### src/hw/rtl/gipc_pkg.sv
`default_nettype none
package gipc_pkg;

    // Default grid limits
    localparam int DEF_MAX_ROWS = 16;
    localparam int DEF_MAX_COLS = 16;

    // Field widths
    localparam int VAL_W  = 32;
    localparam int PATH_W = 30;
    localparam int CFG_W  = 5;
    localparam int DIR_W  = 3;

    localparam logic [PATH_W-1:0] PATH_MOD = 30'd1000000007;

    // Register indexes
    localparam logic REG_ROW_COUNT = 1'b0;
    localparam logic REG_COL_COUNT = 1'b1;

    localparam logic [CFG_W-1:0] SIZE_RESET = 5'd16;

    // Neighbor directions, in walk order
    localparam logic [DIR_W-1:0] DIR_UP    = 3'd0;
    localparam logic [DIR_W-1:0] DIR_DOWN  = 3'd1;
    localparam logic [DIR_W-1:0] DIR_LEFT  = 3'd2;
    localparam logic [DIR_W-1:0] DIR_RIGHT = 3'd3;
    localparam logic [DIR_W-1:0] DIR_END   = 3'd4;

    typedef enum logic [2:0] {
        ST_LOAD,
        ST_CLEAR,
        ST_ORD,
        ST_OCHK,
        ST_STEP,
        ST_NBR,
        ST_POP,
        ST_FIN
    } state_t;

endpackage
`default_nettype wire

### src/hw/rtl/gipc_nbr.sv
`default_nettype none
module gipc_nbr
    import gipc_pkg::*;
#(
    parameter int MAX_ROWS = DEF_MAX_ROWS,
    parameter int MAX_COLS = DEF_MAX_COLS,
    localparam int RW  = (MAX_ROWS > 1) ? $clog2(MAX_ROWS) : 1,
    localparam int CW  = (MAX_COLS > 1) ? $clog2(MAX_COLS) : 1,
    localparam int RCW = $clog2(MAX_ROWS + 1),
    localparam int CCW = $clog2(MAX_COLS + 1)
)
(
    input  wire logic [RW-1:0]    row,
    input  wire logic [CW-1:0]    col,
    input  wire logic [DIR_W-1:0] dir,
    input  wire logic [RCW-1:0]   rows,
    input  wire logic [CCW-1:0]   cols,
    output logic      [RW-1:0]    nb_row,
    output logic      [CW-1:0]    nb_col,
    output logic                  nb_ok
);

    // Neighbor coordinates and bounds check
    always_comb begin
        nb_row = row;
        nb_col = col;
        nb_ok  = 1'b0;
        case (dir)
            DIR_UP: begin
                nb_row = RW'(row - 1'b1);
                nb_ok  = (row != '0);
            end
            DIR_DOWN: begin
                nb_row = RW'(row + 1'b1);
                nb_ok  = (int'(row) + 1 < int'(rows));
            end
            DIR_LEFT: begin
                nb_col = CW'(col - 1'b1);
                nb_ok  = (col != '0);
            end
            DIR_RIGHT: begin
                nb_col = CW'(col + 1'b1);
                nb_ok  = (int'(col) + 1 < int'(cols));
            end
            default: begin
                nb_ok = 1'b0;
            end
        endcase
    end

endmodule
`default_nettype wire

### config.mk
export PLATFORM = sky130hd
export DESIGN_NAME = gipc_nbr
export DESIGN_NICKNAME = d
export VERILOG_FILES = /design/src/hw/rtl/gipc_pkg.sv /design/src/hw/rtl/gipc_nbr.sv
export SDC_FILE = /design/constraint.sdc
export NUM_CORES = 1
export LEC_CHECK = 0
export BUFFER_PORTS_ARGS = -buffer_cell sky130_fd_sc_hd__buf_2
export CORE_AREA = 8 8 45 47
export DETAILED_ROUTE_END_ITERATION = 10
export DIE_AREA = 0 0 53 55
export PLACE_DENSITY = 0.86
export SLEW_MARGIN = 40
export SYNTH_ARGS = -nofsm -noshare
export SYNTH_HDL_FRONTEND = slang
export SYNTH_SLANG_ARGS = --single-unit
### constraint.sdc
create_clock -name vclk -period 5.8
set_input_delay 0.87 -clock vclk [all_inputs]
set_output_delay 0.87 -clock vclk [all_outputs]
set_load 0.01 [all_outputs]
==> Yosys cells after proc, flatten, opt, wreduce, memory -nomap -nowiden <==
Index checks and enable logic that the tools add are counted.
{ "classes": {"n_reduce_logical": 3, "n_eq_ne": 3, "magnitude_cmp": 2, "add_sub_neg": 6, "muxes": 3} }
{ "ops": {"columns": ["operator", "count"], "rows": [
  ["4-bit one-hot mux with 2 select lines", 2],
  ["4-bit by 1-bit adder with 5-bit output (second input constant)", 2],
  ["5-bit < comparator", 2],
  ["4-bit by 1-bit adder with 4-bit output (second input constant)", 2],
  ["4-bit nonzero test", 2],
  ["4-bit by 1-bit subtractor with 4-bit output (second input constant)", 2],
  ["3-bit by 2-bit == test with 1-bit output (second input constant)", 2],
  ["1-bit one-hot mux with 4 select lines", 1],
  ["3-bit by 1-bit == test with 1-bit output (second input constant)", 1],
  ["3-bit logical NOT", 1]
]} }
{ "word_totals": {"input_bits": 21, "word_cells": 17, "regBits": 0, "output_inout_bits": 9} }

==> Logic depth before layout (Yosys ltp) <==
{ "logic_depth": {"depth_word": 3, "mapped_depth": 7, "ltp_nobuf": 7} }

==> Least setup slack after synthesis <==
Ideal clock, no wire load.
{ "synth_path": {"path_kind": "input port to output port", "startpoint": "in dir[2]", "endpoint": "out nb_col[3]", "arrival_ns": 2.508, "setup_slack_ns": 2.422, "cell_stages": 7, "path_cell_list": "and2b_1 nand2_1 ha_1 a21o_1 a2111oi_2 a41oi_1 a221o_1"} }
{ "synth_between": {"elab_chain_len": 2} }
{ "synth_rtl": {"columns": ["item", "line_no", "source"], "rows": [
  ["start: declaration", "gipc_nbr.sv:15", "input wire logic [DIR_W-1:0] dir,"],
  ["3-bit by 2-bit == test with 1-bit output", "gipc_nbr.sv:28", "case (dir)"],
  ["4-bit one-hot mux with 2 select lines *", "gipc_nbr.sv:28", null],
  ["end: declaration", "gipc_nbr.sv:19", "output logic [CW-1:0] nb_col,"]
]} }
Every way passes the cells marked *; elsewhere a longest branch is shown, timed or not.

==> Final worst setup path <==
Same ends and word-level chain as after synthesis.

==> flow_metrics.env <==
export IMPL_status="completed"
export IMPL_grt_setup_unrepaired="no"
export IMPL_drt_total_wl_mm=1.65
export IMPL_num_nets_final=162
export IMPL_post_place_cells=137
export IMPL_worstSetupPathType="in -> out"
export IMPL_wire_per_inst_um=12.1
export IMPL_synth_top_area_cell="ha_1"
export IMPL_hold_buffers=0
export IMPL_ys_seq_area_frac=0
export IMPL_cp_data_arrival_time_ns=2.89
export IMPL_grtUsageTotal=0.112
export IMPL_finalSetupViolations=0
export IMPL_ioPinCount=30
export IMPL_yosysWarnings=0
export IMPL_register_area_um2=0
export IMPL_top_usage_layer="met2"
export IMPL_critical_path_max_fanout=6
export IMPL_clkPwrFrac=0
export IMPL_grt_pass1_vias=698
export IMPL_ir_drop_mv=0.0404
export IMPL_die_area_um2=2920
export IMPL_nFlopsAndLatches=0
export IMPL_final_area_um2=857
export IMPL_core_um2=1380
export IMPL_powerDensity_nw_per_um2=75.4
export IMPL_use_met3=0
export IMPL_synth_nets=131
export IMPL_die_h_um=55
export IMPL_insertedDiodeCount=0
export IMPL_internal_power_w=0.0000299
export IMPL_drive_above_1_share=0.273
export IMPL_met1_usage=0.136
export IMPL_swShare=0.537
export IMPL_overflow=0
export IMPL_ys_types=33
export IMPL_hold_class="in -> out"
export IMPL_drv_slew=0
export IMPL_slew_headroom=0.814
export IMPL_rows=14
export IMPL_layout_cells_non_filler=137
export IMPL_initialDrtViolationCount=8
export IMPL_fillCellCount=125
export IMPL_antenna_left=0
export IMPL_fin_crit_ns=3.76
export IMPL_whs_ns=2.13
export IMPL_synth_area_um2=692
export IMPL_antenna_found_initial=0
export IMPL_clkbuf_count=0
export IMPL_syn_area_per_cell_um2=7.52
export IMPL_drc_errors=0
export IMPL_syn_to_final_growth_pct=23.9
export IMPL_post_cts_buffers=0
export IMPL_die_width_um=53
export IMPL_start_util=0.500
export IMPL_worstMarginPinSlew_ns=0.275
export IMPL_met2_usage=0.221
export IMPL_grt_max_degree=13
export IMPL_synth_area_top_cells="ha_1 29%, xnor2_1 7.6%, inv_1 7.1%"
export IMPL_p_comb_frac=1.000
export IMPL_p_leak_nw=0.460
export IMPL_hold_viol=0
export IMPL_worst_setup_path_end_kind="primary output"
export IMPL_final_util=0.619
export IMPL_grt_pass1_wl_mm=2.71
export IMPL_power_switching_w=0.0000347
export IMPL_dp_hpwl_mm=1.45
export IMPL_startpoint_type="input port"
export IMPL_gp_congestion=0.811
export IMPL_fmax_mhz=266
export IMPL_vias=719
export IMPL_synthesis_instances=92
export IMPL_placed_area_um2=857
export IMPL_setup_tns_ns=0
export IMPL_yosys_area_top_type_share=0.289
export IMPL_vias_per_cell=5.25
export IMPL_p_seq_frac=0
export IMPL_crit_required_ns=4.93
export IMPL_multi_input_area_um2=638
export IMPL_cap_violations=0
export IMPL_finalCritPeriodShare=0.648
export IMPL_port_buffers=30
export IMPL_cts_resized=0
export IMPL_drtPass1Iterations=4
## power groups by stage
stage                     clock network, W  registers (W)  logic [W]
after CTS                                0              0  0.0000655
after floorplan                          0              0  0.0000405
final                                    0              0  0.0000646
after global routing                     0              0  0.0000745
after detailed placement                 0              0  0.0000651
after global placement                   0              0  0.0000631
## cell type report
cell class,count,area share
Multi-Input combinational cell,78,0.745
Timing Repair Buffer,30,0.175
Inverter,13,0.0569
Tap cell,16,0.0234
## kinds of logic after synthesis
family,Yosys count,synth area share
buffers and inverters,14,0.0778
AOI/OAI and AO/OA,22,0.221
adders and majority gates,18,0.347
xor gates and xnor gates,8,0.101
muxes,1,0.0145
and+or+nand+nor,29,0.239
## per-stage QoR
stage                     setup WS (ns)  power (W)
after global placement             2.13  0.0000631
after global routing               1.93  0.0000745
final                              2.04  0.0000646
after floorplan                    2.42  0.0000405
after CTS                          2.04  0.0000655
after detailed placement           2.04  0.0000651
## critical path: stages
cell,delay [ns]
buf_2,0.13
and2b_1,0.31
nand2_1,0.16
ha_1,0.30
a21o_1,0.21
a2111oi_2,0.35
a41oi_1,0.08
a221o_1,0.33
buf_2,0.14
## cell usage in the layout, fill, tap and decap left out
master,instances
xnor2_1,6
a41oi_1,1
nand2_1,8
a21o_1,3
a31oi_1,1
and3_1,2
o31ai_1,1
or4_1,2
a21oi_1,4
nor4b_1,2
fa_1,2
inv_1,13
a21boi_0,1
nor2_1,5
nor2_4,1
o311ai_1,1
nor3_1,1
nand2_2,1
nand3_1,2
nand4_1,1
xor2_1,2
o21ai_0,6
mux2i_1,1
ha_1,16
nand4b_1,1
buf_2,30
a221o_1,1
o221ai_1,1
nand2b_1,1
a211oi_1,1
a2111oi_2,1
and2b_1,1
nor4bb_1,1
## cell usage after synthesis (all sizes together)
cell	n
inv	13
and2b	1
nor2	6
mux2i	1
a2111oi	1
o311ai	1
a211oi	1
o221ai	1
nand3	2
a21boi	1
ha	16
nand4b	1
and3	2
o31ai	1
a21oi	4
fa	2
a31oi	1
a21o	3
nor4b	2
or4	2
nand2b	1
xnor2	6
nor3	1
buf	1
o21ai	6
nand4	1
a41oi	1
xor2	2
nand2	9
a221o	1
nor4bb	1
## path summary, 6_finish.rpt
check              start         to  slack, ns  cells after the start
setup / recovery  dir[2]  nb_col[3]       2.04                      9
hold / removal    col[2]  nb_col[2]       2.13                      4
## layer usage
layer  vias to the layer above  wire [um]  share of wire
met5                         -          0              0
met1                       311        731           0.44
met3                         2         55          0.033
met2                        12        850           0.51
li1                        394          -              -
met4                         0         13         0.0079
Power figures use the tool's default switching activity.
