==> src/hw/rtl/gipc_pkg.sv <==
`default_nettype none
package gipc_pkg;

    // Default grid limits
    localparam int DEF_MAX_ROWS = 16;
    localparam int DEF_MAX_COLS = 16;

    // Field widths
    localparam int VAL_W  = 32;
    localparam int PATH_W = 30;
    localparam int CFG_W  = 5;
    localparam int DIR_W  = 3;

    localparam logic [PATH_W-1:0] PATH_MOD = 30'd1000000007;

    // Register indexes
    localparam logic REG_ROW_COUNT = 1'b0;
    localparam logic REG_COL_COUNT = 1'b1;

    localparam logic [CFG_W-1:0] SIZE_RESET = 5'd16;

    // Neighbor directions, in walk order
    localparam logic [DIR_W-1:0] DIR_UP    = 3'd0;
    localparam logic [DIR_W-1:0] DIR_DOWN  = 3'd1;
    localparam logic [DIR_W-1:0] DIR_LEFT  = 3'd2;
    localparam logic [DIR_W-1:0] DIR_RIGHT = 3'd3;
    localparam logic [DIR_W-1:0] DIR_END   = 3'd4;

    typedef enum logic [2:0] {
        ST_LOAD,
        ST_CLEAR,
        ST_ORD,
        ST_OCHK,
        ST_STEP,
        ST_NBR,
        ST_POP,
        ST_FIN
    } state_t;

endpackage
`default_nettype wire

==> src/hw/rtl/gipc_addmod.sv <==
`default_nettype none
module gipc_addmod
    import gipc_pkg::*;
(
    input  wire logic [PATH_W-1:0] a,
    input  wire logic [PATH_W-1:0] b,
    output logic      [PATH_W-1:0] y
);

    logic [PATH_W:0] sum;

    // Add, then one conditional subtract of the modulus
    always_comb begin
        sum = {1'b0, a} + {1'b0, b};
        if (sum >= {1'b0, PATH_MOD}) begin
            y = PATH_W'(sum - {1'b0, PATH_MOD});
        end else begin
            y = sum[PATH_W-1:0];
        end
    end

endmodule
`default_nettype wire

==> config.mk <==
export PLATFORM = sky130hd
export DESIGN_NAME = gipc_addmod
export DESIGN_NICKNAME = d
export VERILOG_FILES = /design/src/hw/rtl/gipc_pkg.sv /design/src/hw/rtl/gipc_addmod.sv
export SDC_FILE = /design/constraint.sdc
export NUM_CORES = 1
export LEC_CHECK = 0
export BUFFER_PORTS_ARGS = -buffer_cell sky130_fd_sc_hd__buf_2
export CORE_MARGIN = 3
export CORE_UTILIZATION = 50
export DETAILED_ROUTE_END_ITERATION = 8
export GPL_TIMING_DRIVEN = 0
export PLACE_DENSITY_LB_ADDON = 0.05
export SETUP_SLACK_MARGIN = 0.02
export SYNTH_ARGS = -nofsm -noshare
export SYNTH_HDL_FRONTEND = slang
export SYNTH_SLANG_ARGS = --single-unit
==> constraint.sdc <==
create_clock -name vclk -period 5.3
set_input_delay 0.795 -clock vclk [all_inputs]
set_output_delay 0.795 -clock vclk [all_outputs]
set_load 0.02 [all_outputs]
## Word-level counts from Yosys, hierarchy flattened

Index checks and enable logic that the tools add are counted.

| word-level totals | value |
|---|---|
| register bits | 0 |
| input bits | 60 |
| output and inout port bits | 30 |

| operators by class | value |
|---|---|
| add/subtract/negate cells | 2 |
| multiplexer cells | 1 |
| order comparisons | 1 |

Operators with widths:

| kind | count |
|---|---|
| $add 30x30->31 | 1 |
| $ge 31x30->1 const B | 1 |
| $mux 30 | 1 |
| $sub 30x30->30 const B | 1 |

## Longest topological paths before layout

Gate-level depths: netlist (run 1).

| logic depth | value |
|---|---|
| word-level depth | 3 |
| gate-level depth with buffers | 15 |
| gate-level depth less buffers | 14 |

## Worst setup path before layout (run 1)

No wires, ideal clock.

| timing | value |
|---|---|
| kind | in2out |
| from | input a[0] |
| to | output y[2] |
| arrival time | 4.085 ns |
| buffers on the path | 1 |
| stages on the path | 14 |
| required time | 4.505 ns |
| setup slack | 0.420 ns |
| path through | ha_1 inv_1 fa_1 nand2b_2 a211oi_2 o21ai_0 a2111oi_4 nor3_1 or3_1 o311ai_2 o211ai_2 buf_2 nor2_1 xor2_1 |

| between the ends | value |
|---|---|
| longest elaborated chain between the ends | 3 |

Ends and longest elaborated chain:

| element | RTL line | text |
|---|---|---|
| start, declared | gipc_addmod.sv:5 | `input wire logic [PATH_W-1:0] a,` |
| $add 30x30->31 (*) | gipc_addmod.sv:14 | `sum = {1'b0, a} + {1'b0, b};` |
| $sub 30x30->30 / $ge 31x30->1 (equally long branches) | gipc_addmod.sv:16, gipc_addmod.sv:15 |  |
| $mux 30 (*) | gipc_addmod.sv:15 | `if (sum >= {1'b0, PATH_MOD}) begin` |
| end, declared | gipc_addmod.sv:7 | `output logic [PATH_W-1:0] y` |

Mark *: on every way between the ends. The rest lies on a longest branch, timed or not.

## Worst setup path in the final report (run 1)

| timing | value |
|---|---|
| from | input a[2] |
| to | output y[28] |

Same word-level chain as after synthesis.

==> impl_metrics.tcl, run 1 <==
set metrics [dict create \
    outcome "finished, final reports clean" \
    pwr-share-comb 1.000 \
    io_buffers 90 \
    final.setup.tns_ns 0 \
    layout-drive-gt1-share 0.311 \
    cp-start-kind "input port" \
    switchingPower_w 0.000521 \
    synthCells 405 \
    wire_per_inst_um 14.3 \
    mappedNetlistNets 497 \
    multi_input_area_sq_um 2840 \
    synth.largest_area_cell "ha_1" \
    hold_buffers 0 \
    die_h_um 80.9 \
    pre_cts_ws_ns -0.305 \
    powerDensity_nw_per_um2 242 \
    grt_pass1_vias 2965 \
    core_sq_um 5270 \
    ys_seq_area_frac 0 \
    vias 3394 \
    holdPathEnd "y[0]" \
    fin_nets 593 \
    area_growth_pct 28.0 \
    power.share.clock 0 \
    intPower_w 0.000347 \
    drtIter0Drc 166 \
    slew_violations 0 \
    io-pin-count 90 \
    grt_max_degree 11 \
    p_sw_frac 0.600 \
    synth_area_leaders "ha_1 (14%), xnor2_1 (13%), a21oi_1 (8.0%)" \
    synth_area_sq_um 2800 \
    hold_depth 4 \
    setup_viol 0 \
    antenna_cells 0 \
    grt.total_usage 0.234 \
    yosys_warnings 0 \
    antenna_left 0 \
    grt_pass1_wl_um 12900 \
    required_ns 4.51 \
    hp-start "b[0]" \
    cpPeakStageDelay_ns 0.46 \
    routed_wl_um 8170 \
    viasPerCell 5.96 \
    syn_area_per_cell_sq_um 6.92 \
    hold_path.class "in2out" \
    cp_max_fo 8 \
    arrival_ns 4.36 \
    path_common_cell "buf_2" \
    start_util 0.532 \
    cp_slowest_cell "a21oi_1" \
    gp_congestion 0.958 \
    synth_common_cells "a21oi_1 (45), xnor2_1 (42), nand2_1 (38), ha_1 (31), nor2_1 (27)" \
    fmax_ghz 0.194 \
    maxCapViolCount 0 \
    fill_cells 533 \
    worst_pin_slew_ns 0.663 \
    dieArea_sq_um 6540 \
    slew_headroom 0.555 \
    antenna_found_initial 0 \
    pwr-share-seq 0 \
    final.clkbuf_count 0 \
    dr.pass1.iters 4 \
    post-route-util 0.681 \
    leakage_nw 1.61 \
    yosysMostFrequentCell "a21oi_1" \
    yosysUniqueCellTypes 67 \
    whs_ns 2.05 \
    p_total_w 0.000867 \
    critPathCaptureType "output pin" \
    gr-total-overflow 0 \
    crit_chain "buf_2 -> ha_1 -> buf_2 -> nand4_1 -> a21oi_1 -> nor3_2 -> o31ai_1 -> xor2_1 -> nand3_1 -> o211ai_1 -> buf_4 -> o211ai_4 -> buf_4 -> a211oi_1 -> xor2_1 -> buf_2" \
    final.period_utilization 0.973 \
    ir_drop_mv 0.163 \
    synth_top_cell_area_share 0.138 \
    die_width_um 80.9 \
    nFlopsAndLatches 0 \
    fin_crit_ns 5.16 \
    dp_hpwl_um 6700 \
    register_area_sq_um 0 \
    crit_type "in2out" \
    final.setup.worst_slack_ns 0.145 \
    row_count 26 \
    hold_viol 0 \
    drc 0 \
]
[final cells by class]
cell class / count / area share
plain buffers: 13 / 0.0216
multi-input cells: 374 / 0.790
well taps: 70 / 0.0244
repair buffers: 99 / 0.150
inverters: 13 / 0.0136
[power groups by stage]
stage | Combinational, W | Sequential, W | Clock, W
after global placement | 0.000771 | 0 | 0
after detailed placement | 0.000781 | 0 | 0
after floorplan | 0.000574 | 0 | 0
after global routing | 0.000940 | 0 | 0
after CTS | 0.000809 | 0 | 0
final | 0.000867 | 0 | 0
[cell usage in the layout (no fill, tap or decap), types with 3 or more instances in the layout]
cell type  instances
or3_1              3
a21oi_2            3
a31oi_1            3
nand4_1            7
o211ai_1           5
a21oi_1           43
nor3_1             8
a21o_1            12
nand2b_1           7
xor2_1            13
buf_2             94
and2_1             3
o31ai_1            4
and4_1             4
o21ai_0           19
o21bai_1           3
o21ai_1            5
xnor2_2            3
xnor2_1           39
nor2b_1            4
buf_4             11
nor2_1            27
and3_1             8
ha_1              30
a211oi_1           3
a311oi_1           3
nand3_1            9
nand2_1           38
clkbuf_1           3
o21a_1             6
nor3_2             8
inv_1             13
[routing by layer]
layer	up-vias	track usage	wire length, um
li1	1698	-	-
met4	0	0.0355	57
met2	113	0.401	3830
met3	8	0.00776	531
met5	-	0	0
met1	1575	0.330	3750
[per-stage QoR]
stage,instance area (sq um),std cells
finish,3590,569
global route,3590,569
CTS,3440,566
detailed placement,3340,565
global placement,3340,565
floorplan,2800,405
[worst max-delay path by stage]
| stage | depth (start not counted) | end | slack [ns] | start |
|---|---|---|---|---|
| floorplan | 14 | y[2] | 0.42 | a[0] |
| global placement | 17 | y[16] | -0.26 | a[0] |
| detailed placement | 17 | y[16] | -0.31 | a[0] |
| CTS | 16 | y[21] | 0.05 | a[0] |
| global route | 16 | y[28] | -0.06 | a[2] |
| finish | 16 | y[28] | 0.14 | a[2] |
[cell families after synthesis]
kind of cell    share of synthesized area
compound gates                      0.343
simple gates                        0.274
mux                                0.0116
buf+inv                            0.0478
xor+xnor                            0.178
fa+ha+maj                           0.146
[critical path: cells and delay by family]
| family | cells | cell delay, ns |
|---|---|---|
| buffers and inverters | 5 | 0.81 |
| and+or+nand+nor | 3 | 0.59 |
| adders and majority gates | 1 | 0.26 |
| AOI/OAI and AO/OA | 5 | 1.39 |
| xor gates and xnor gates | 2 | 0.50 |
[what timing repair did]
item,CTS,global route
setup endpoints to repair,26,27
setup buffers,2,7
resized for setup,13,23
hold endpoints to repair,0,0
pin swaps,4,12
(Power assumes the default switching activity.)
==> run 2: changes to the inputs <==
--- a/config.mk
+++ b/config.mk
@@ -6,8 +6,10 @@
 export NUM_CORES = 1
 export LEC_CHECK = 0
 export BUFFER_PORTS_ARGS = -buffer_cell sky130_fd_sc_hd__buf_2
+export CELL_PAD_IN_SITES_DETAIL_PLACEMENT = 1
+export CELL_PAD_IN_SITES_GLOBAL_PLACEMENT = 2
 export CORE_MARGIN = 3
-export CORE_UTILIZATION = 50
+export CORE_UTILIZATION = 29
 export DETAILED_ROUTE_END_ITERATION = 8
 export GPL_TIMING_DRIVEN = 0
 export PLACE_DENSITY_LB_ADDON = 0.05
==> run 2 against run 1 <==
Core utilization down 25 points; first-iteration DRC count down 66%; count of clock-buffer cells in the layout unchanged; global-route usage down 5.9 points; largest cell class unchanged; final cell count up 13%; final area up 11%; non-clock buffer count up 14.
==> impl_metrics.tcl, run 2 (same netlist as run 1, synthesis figures left out) <==
set metrics [dict create \
    die_h_um 104 \
    ir_drop_mv 0.111 \
    antenna_found_initial 0 \
    fmax_ghz 0.193 \
    final.setup.worst_slack_ns 0.131 \
    fill_cells 1208 \
    dieArea_sq_um 10900 \
    antenna_cells 0 \
    grt_pass1_vias 3392 \
    cpPeakStageDelay_ns 0.38 \
    final_common_cell "buf_2" \
    hp-start "a[0]" \
    row_count 35 \
    dp_hpwl_um 8460 \
    setup_viol 0 \
    powerDensity_nw_per_um2 248 \
    core_sq_um 9330 \
    cp-start-kind "input port" \
    cp_max_fo 8 \
    multi_input_area_sq_um 3030 \
    arrival_ns 4.37 \
    drc 0 \
    wire_per_inst_um 16.6 \
    leakage_nw 1.73 \
    area_growth_pct 42.6 \
    required_ns 4.51 \
    io-pin-count 90 \
    routed_wl_um 10700 \
    gp_congestion 0.836 \
    hold_path.class "in2out" \
    antenna_left 0 \
    dr.pass1.iters 4 \
    grt_max_degree 11 \
    worst-path-buf-inv 5 \
    slew_headroom 0.561 \
    layout-drive-gt1-share 0.377 \
    fin_nets 608 \
    top_layer "met3" \
    fin_crit_ns 5.17 \
    slew_violations 0 \
    crit_chain "buf_2 -> ha_1 -> buf_2 -> nand4_1 -> a21oi_2 -> nor3_2 -> o31ai_1 -> xor2_1 -> nand3_1 -> o211ai_1 -> buf_4 -> o211ai_4 -> clkbuf_16 -> nor3_2 -> xnor2_1 -> buf_4" \
    final_cell_area_sq_um 3990 \
    io_buffers 90 \
    maxCapViolCount 0 \
    final.setup.tns_ns 0 \
    critPathCaptureType "output pin" \
    outcome "finished, final reports clean" \
    dpl_cell_area_sq_um 3410 \
    nFlopsAndLatches 0 \
    dr_wl_met3_um 277 \
    cp_slowest_cell "a21oi_2" \
    dr_wl_met2_um 5200 \
    gr-total-overflow 0 \
    final_cell_mix "buf_2 (91), a21oi_1 (37), nand2_1 (36)" \
    placed_cells 624 \
    pre_cts_ws_ns -0.559 \
    grt_pass1_wl_um 16600 \
    hold_depth 4 \
    register_area_sq_um 0 \
    startpoint "a[2]" \
    instances_no_fill 643 \
    grt.total_usage 0.175 \
    start_util 0.300 \
    holdPathEnd "y[0]" \
    worst_pin_slew_ns 0.654 \
    final.period_utilization 0.975 \
    vias 3414 \
    wl_met1_um 5180 \
    hold_viol 0 \
    die_width_um 104 \
    final.clkbuf_count 0 \
    crit_type "in2out" \
    drtIter0Drc 57 \
    hold_buffers 0 \
    viasPerCell 5.31 \
    crit_family "compound AO/OA/AOI/OAI gates" \
]
-- run 2: changes by cell type in the layout (fill, tap and decap cells not counted), moves of 3 or more --
cell / before / now
a21oi_1: 43 / 37
a21oi_2: 3 / 9
buf_2: 94 / 91
buf_4: 11 / 24
o21ai_2: 1 / 5
xnor2_1: 39 / 35
xnor2_2: 3 / 6
-- run 2: through the flow --
step | util | hold WS, ns | total power, W
finish | 0.428 | 2.04 | 0.000991
global placement | 0.366 | 2.06 | 0.000803
floorplan | - | 1.90 | 0.000574
CTS | 0.379 | 2.08 | 0.000851
global route | 0.428 | 2.07 | 0.00107
detailed placement | 0.366 | 2.07 | 0.000811
-- run 2: what timing repair did --
action / in CTS / in global routing
pin swaps: 5 / 32
setup buffers: 5 / 16
gates cloned: 0 / 3
setup endpoints to repair: 29 / 27
resized for setup: 14 / 63
-- run 2: where the power goes --
part           total (W)  internal [W]  switching (W)  leakage [nW]
sequential             0             0              0             0
clock                  0             0              0             0
combinational   0.000991      0.000407       0.000584          1.73
total           0.000991      0.000407       0.000584          1.73
-- run 2: final cells by class --
type / instances / share of cell area
Timing Repair Buffer: 112 / 0.167
Multi-Input combinational cell: 375 / 0.760
Tap cell: 129 / 0.0404
Inverter: 13 / 0.0122
Buffer: 14 / 0.0204
-- run 2: metal layers --
| metal | GRT usage | vias up |
|---|---|---|
| li1 | - | 1722 |
| met1 | 0.253 | 1638 |
| met2 | 0.304 | 54 |
| met3 | 0.0106 | 0 |
| met4 | 0 | 0 |
| met5 | 0 | - |
-- run 2: how the worst max path moves through the flow --
stage                 end  slack, ns  cells past startpoint
floorplan            y[2]       0.42                     14
global placement    y[16]      -0.53                     17
detailed placement  y[16]      -0.56                     17
CTS                  y[8]       0.05                     16
global route        y[21]      -0.06                     19
finish              y[15]       0.13                     16
==> run 3: changes to the inputs <==
--- a/config.mk
+++ b/config.mk
@@ -12,7 +12,7 @@
 export CORE_UTILIZATION = 29
 export DETAILED_ROUTE_END_ITERATION = 8
 export GPL_TIMING_DRIVEN = 0
-export PLACE_DENSITY_LB_ADDON = 0.05
+export PLACE_DENSITY = 0.94
 export SETUP_SLACK_MARGIN = 0.02
 export SYNTH_ARGS = -nofsm -noshare
 export SYNTH_HDL_FRONTEND = slang
==> run 3 against run 2 <==
Largest cell class unchanged; global-route usage decreased by 0.75 points; non-clock buffer count decreased by 8; critical endpoint is now y[8]; final cell count is 1.4% lower; count of clock-buffer cells in the layout unchanged; critical path depth grew 1; first-iteration DRC count rose by 120%; highest routed layer is now met4; via count increased by 0.44%; power shrank 7.8%; final area shrank 5.8%; sequential cell count did not move; setup slack improved by 0.0040 ns.
==> impl_metrics.tcl, run 3 (same netlist as run 1, synthesis figures left out) <==
set metrics [dict create \
    intPower_w 0.000356 \
    fin_nets 599 \
    die_h_um 104 \
    final.clkbuf_count 0 \
    dieArea_sq_um 10900 \
    fmax_ghz 0.194 \
    cp_max_fo 7 \
    outcome "finished, final reports clean" \
    start_util 0.300 \
    placed_cells 624 \
    critPathCaptureType "output pin" \
    io_buffers 90 \
    pwr-share-seq 0 \
    slew_headroom 0.494 \
    crit_type "in2out" \
    io-pin-count 90 \
    gr-total-overflow 0 \
    grt_pass1_wl_um 16100 \
    final.setup.tns_ns 0 \
    maxCapViolCount 0 \
    core_sq_um 9330 \
    power.share.clock 0 \
    grt_pass1_vias 3482 \
    required_ns 4.51 \
    arrival_ns 4.37 \
    grt_max_degree 11 \
    die_width_um 104 \
    setup_viol 0 \
    vias 3429 \
    leakage_nw 1.65 \
    viasPerCell 5.41 \
    final.period_utilization 0.974 \
    dr.pass1.iters 4 \
    hp-start "b[0]" \
    instances_no_fill 634 \
    layout-drive-gt1-share 0.341 \
    fin_crit_ns 5.16 \
    row_count 35 \
    drtIter0Drc 128 \
    antenna_left 0 \
    holdPathEnd "y[0]" \
    powerDensity_nw_per_um2 243 \
    register_area_sq_um 0 \
    hold_buffers 0 \
    switchingPower_w 0.000558 \
    hold_viol 0 \
    hold_depth 4 \
    drc 0 \
    pwr-share-comb 1.000 \
    final_common_cell "buf_2" \
    dp_hpwl_um 8300 \
    area_growth_pct 34.3 \
    wire_per_inst_um 16.2 \
    routed_wl_um 10200 \
    multi_input_area_sq_um 2910 \
    p_sw_frac 0.610 \
    antenna_found_initial 0 \
    nFlopsAndLatches 0 \
    final_cell_mix "buf_2 (94), a21oi_1 (41), nand2_1 (37)" \
    cp-start-kind "input port" \
    gp_congestion 0.836 \
    slew_violations 0 \
    grt.total_usage 0.168 \
    ir_drop_mv 0.101 \
    worst_pin_slew_ns 0.754 \
    hold_path.class "in2out" \
    p_total_w 0.000914 \
    fill_cells 1233 \
    antenna_cells 0 \
]
run 3: final cells by class:
cell class | count | share of cell area
Timing Repair Buffer | 104 | 0.151
Tap cell | 129 | 0.0429
Multi-Input combinational cell | 374 | 0.772
Buffer | 14 | 0.0213
Inverter | 13 | 0.0130
run 3: what timing repair did:
item / 4_1_cts / 5_1_grt
endpoints found under the setup margin: 27 / 24
pin swaps: 4 / 16
resized for setup: 17 / 33
buffers inserted: 4 / 10
endpoints found under the hold margin: 0 / 0
run 3: through the flow:
step                hold slack, ns  cell area, sq um   util  worst slack (ns)
floorplan                     1.90              2800      -             0.420
global placement              2.06              3410  0.366            -0.257
detailed placement            2.07              3410  0.366            -0.393
CTS                           2.07              3540  0.380            0.0215
global route                  2.10              3760  0.403           -0.0106
finish                        2.06              3760  0.403             0.135
run 3: worst max-delay path, stage by stage:
cell and delay (ns):
buf_2 0.10, ha_2 0.18, inv_2 0.06, fa_2 0.23
nand2b_4 0.16, a211oi_4 0.09, buf_4 0.15, or4_4 0.49
a2111oi_4 0.40, nor3_2 0.11, or3_4 0.37, o311ai_4 0.28
o211ai_4 0.18, buf_6 0.17, nor4_4 0.25, xnor2_1 0.16
buf_4 0.17
run 3: power groups by stage:
stage	Combinational, W	Clock, W	Sequential (W)
2_1_floorplan	0.000574	0	0
3_3_place_gp	0.000789	0	0
3_5_place_dp	0.000810	0	0
4_1_cts	0.000846	0	0
5_1_grt	0.000988	0	0
6_report	0.000914	0	0
run 3: worst max-delay path by stage:
stage                     startpoint    end  slack (ns)  cells past startpoint
after detailed placement        a[0]  y[21]       -0.39                     17
after global placement          a[0]  y[21]       -0.26                     17
final                           a[0]   y[8]        0.14                     17
after floorplan                 a[0]   y[2]        0.42                     14
after global routing            a[0]   y[8]       -0.01                     17
after CTS                      a[20]  y[21]        0.02                     16
run 3: per-layer routing:
| layer | part of all wire | vias up | track usage |
|---|---|---|---|
| met4 | 0.0074 | 0 | 0.0152 |
| met1 | 0.46 | 1642 | 0.226 |
| met2 | 0.50 | 70 | 0.304 |
| met5 | 0 | - | 0 |
| met3 | 0.030 | 6 | 0.00869 |
| li1 | - | 1711 | - |
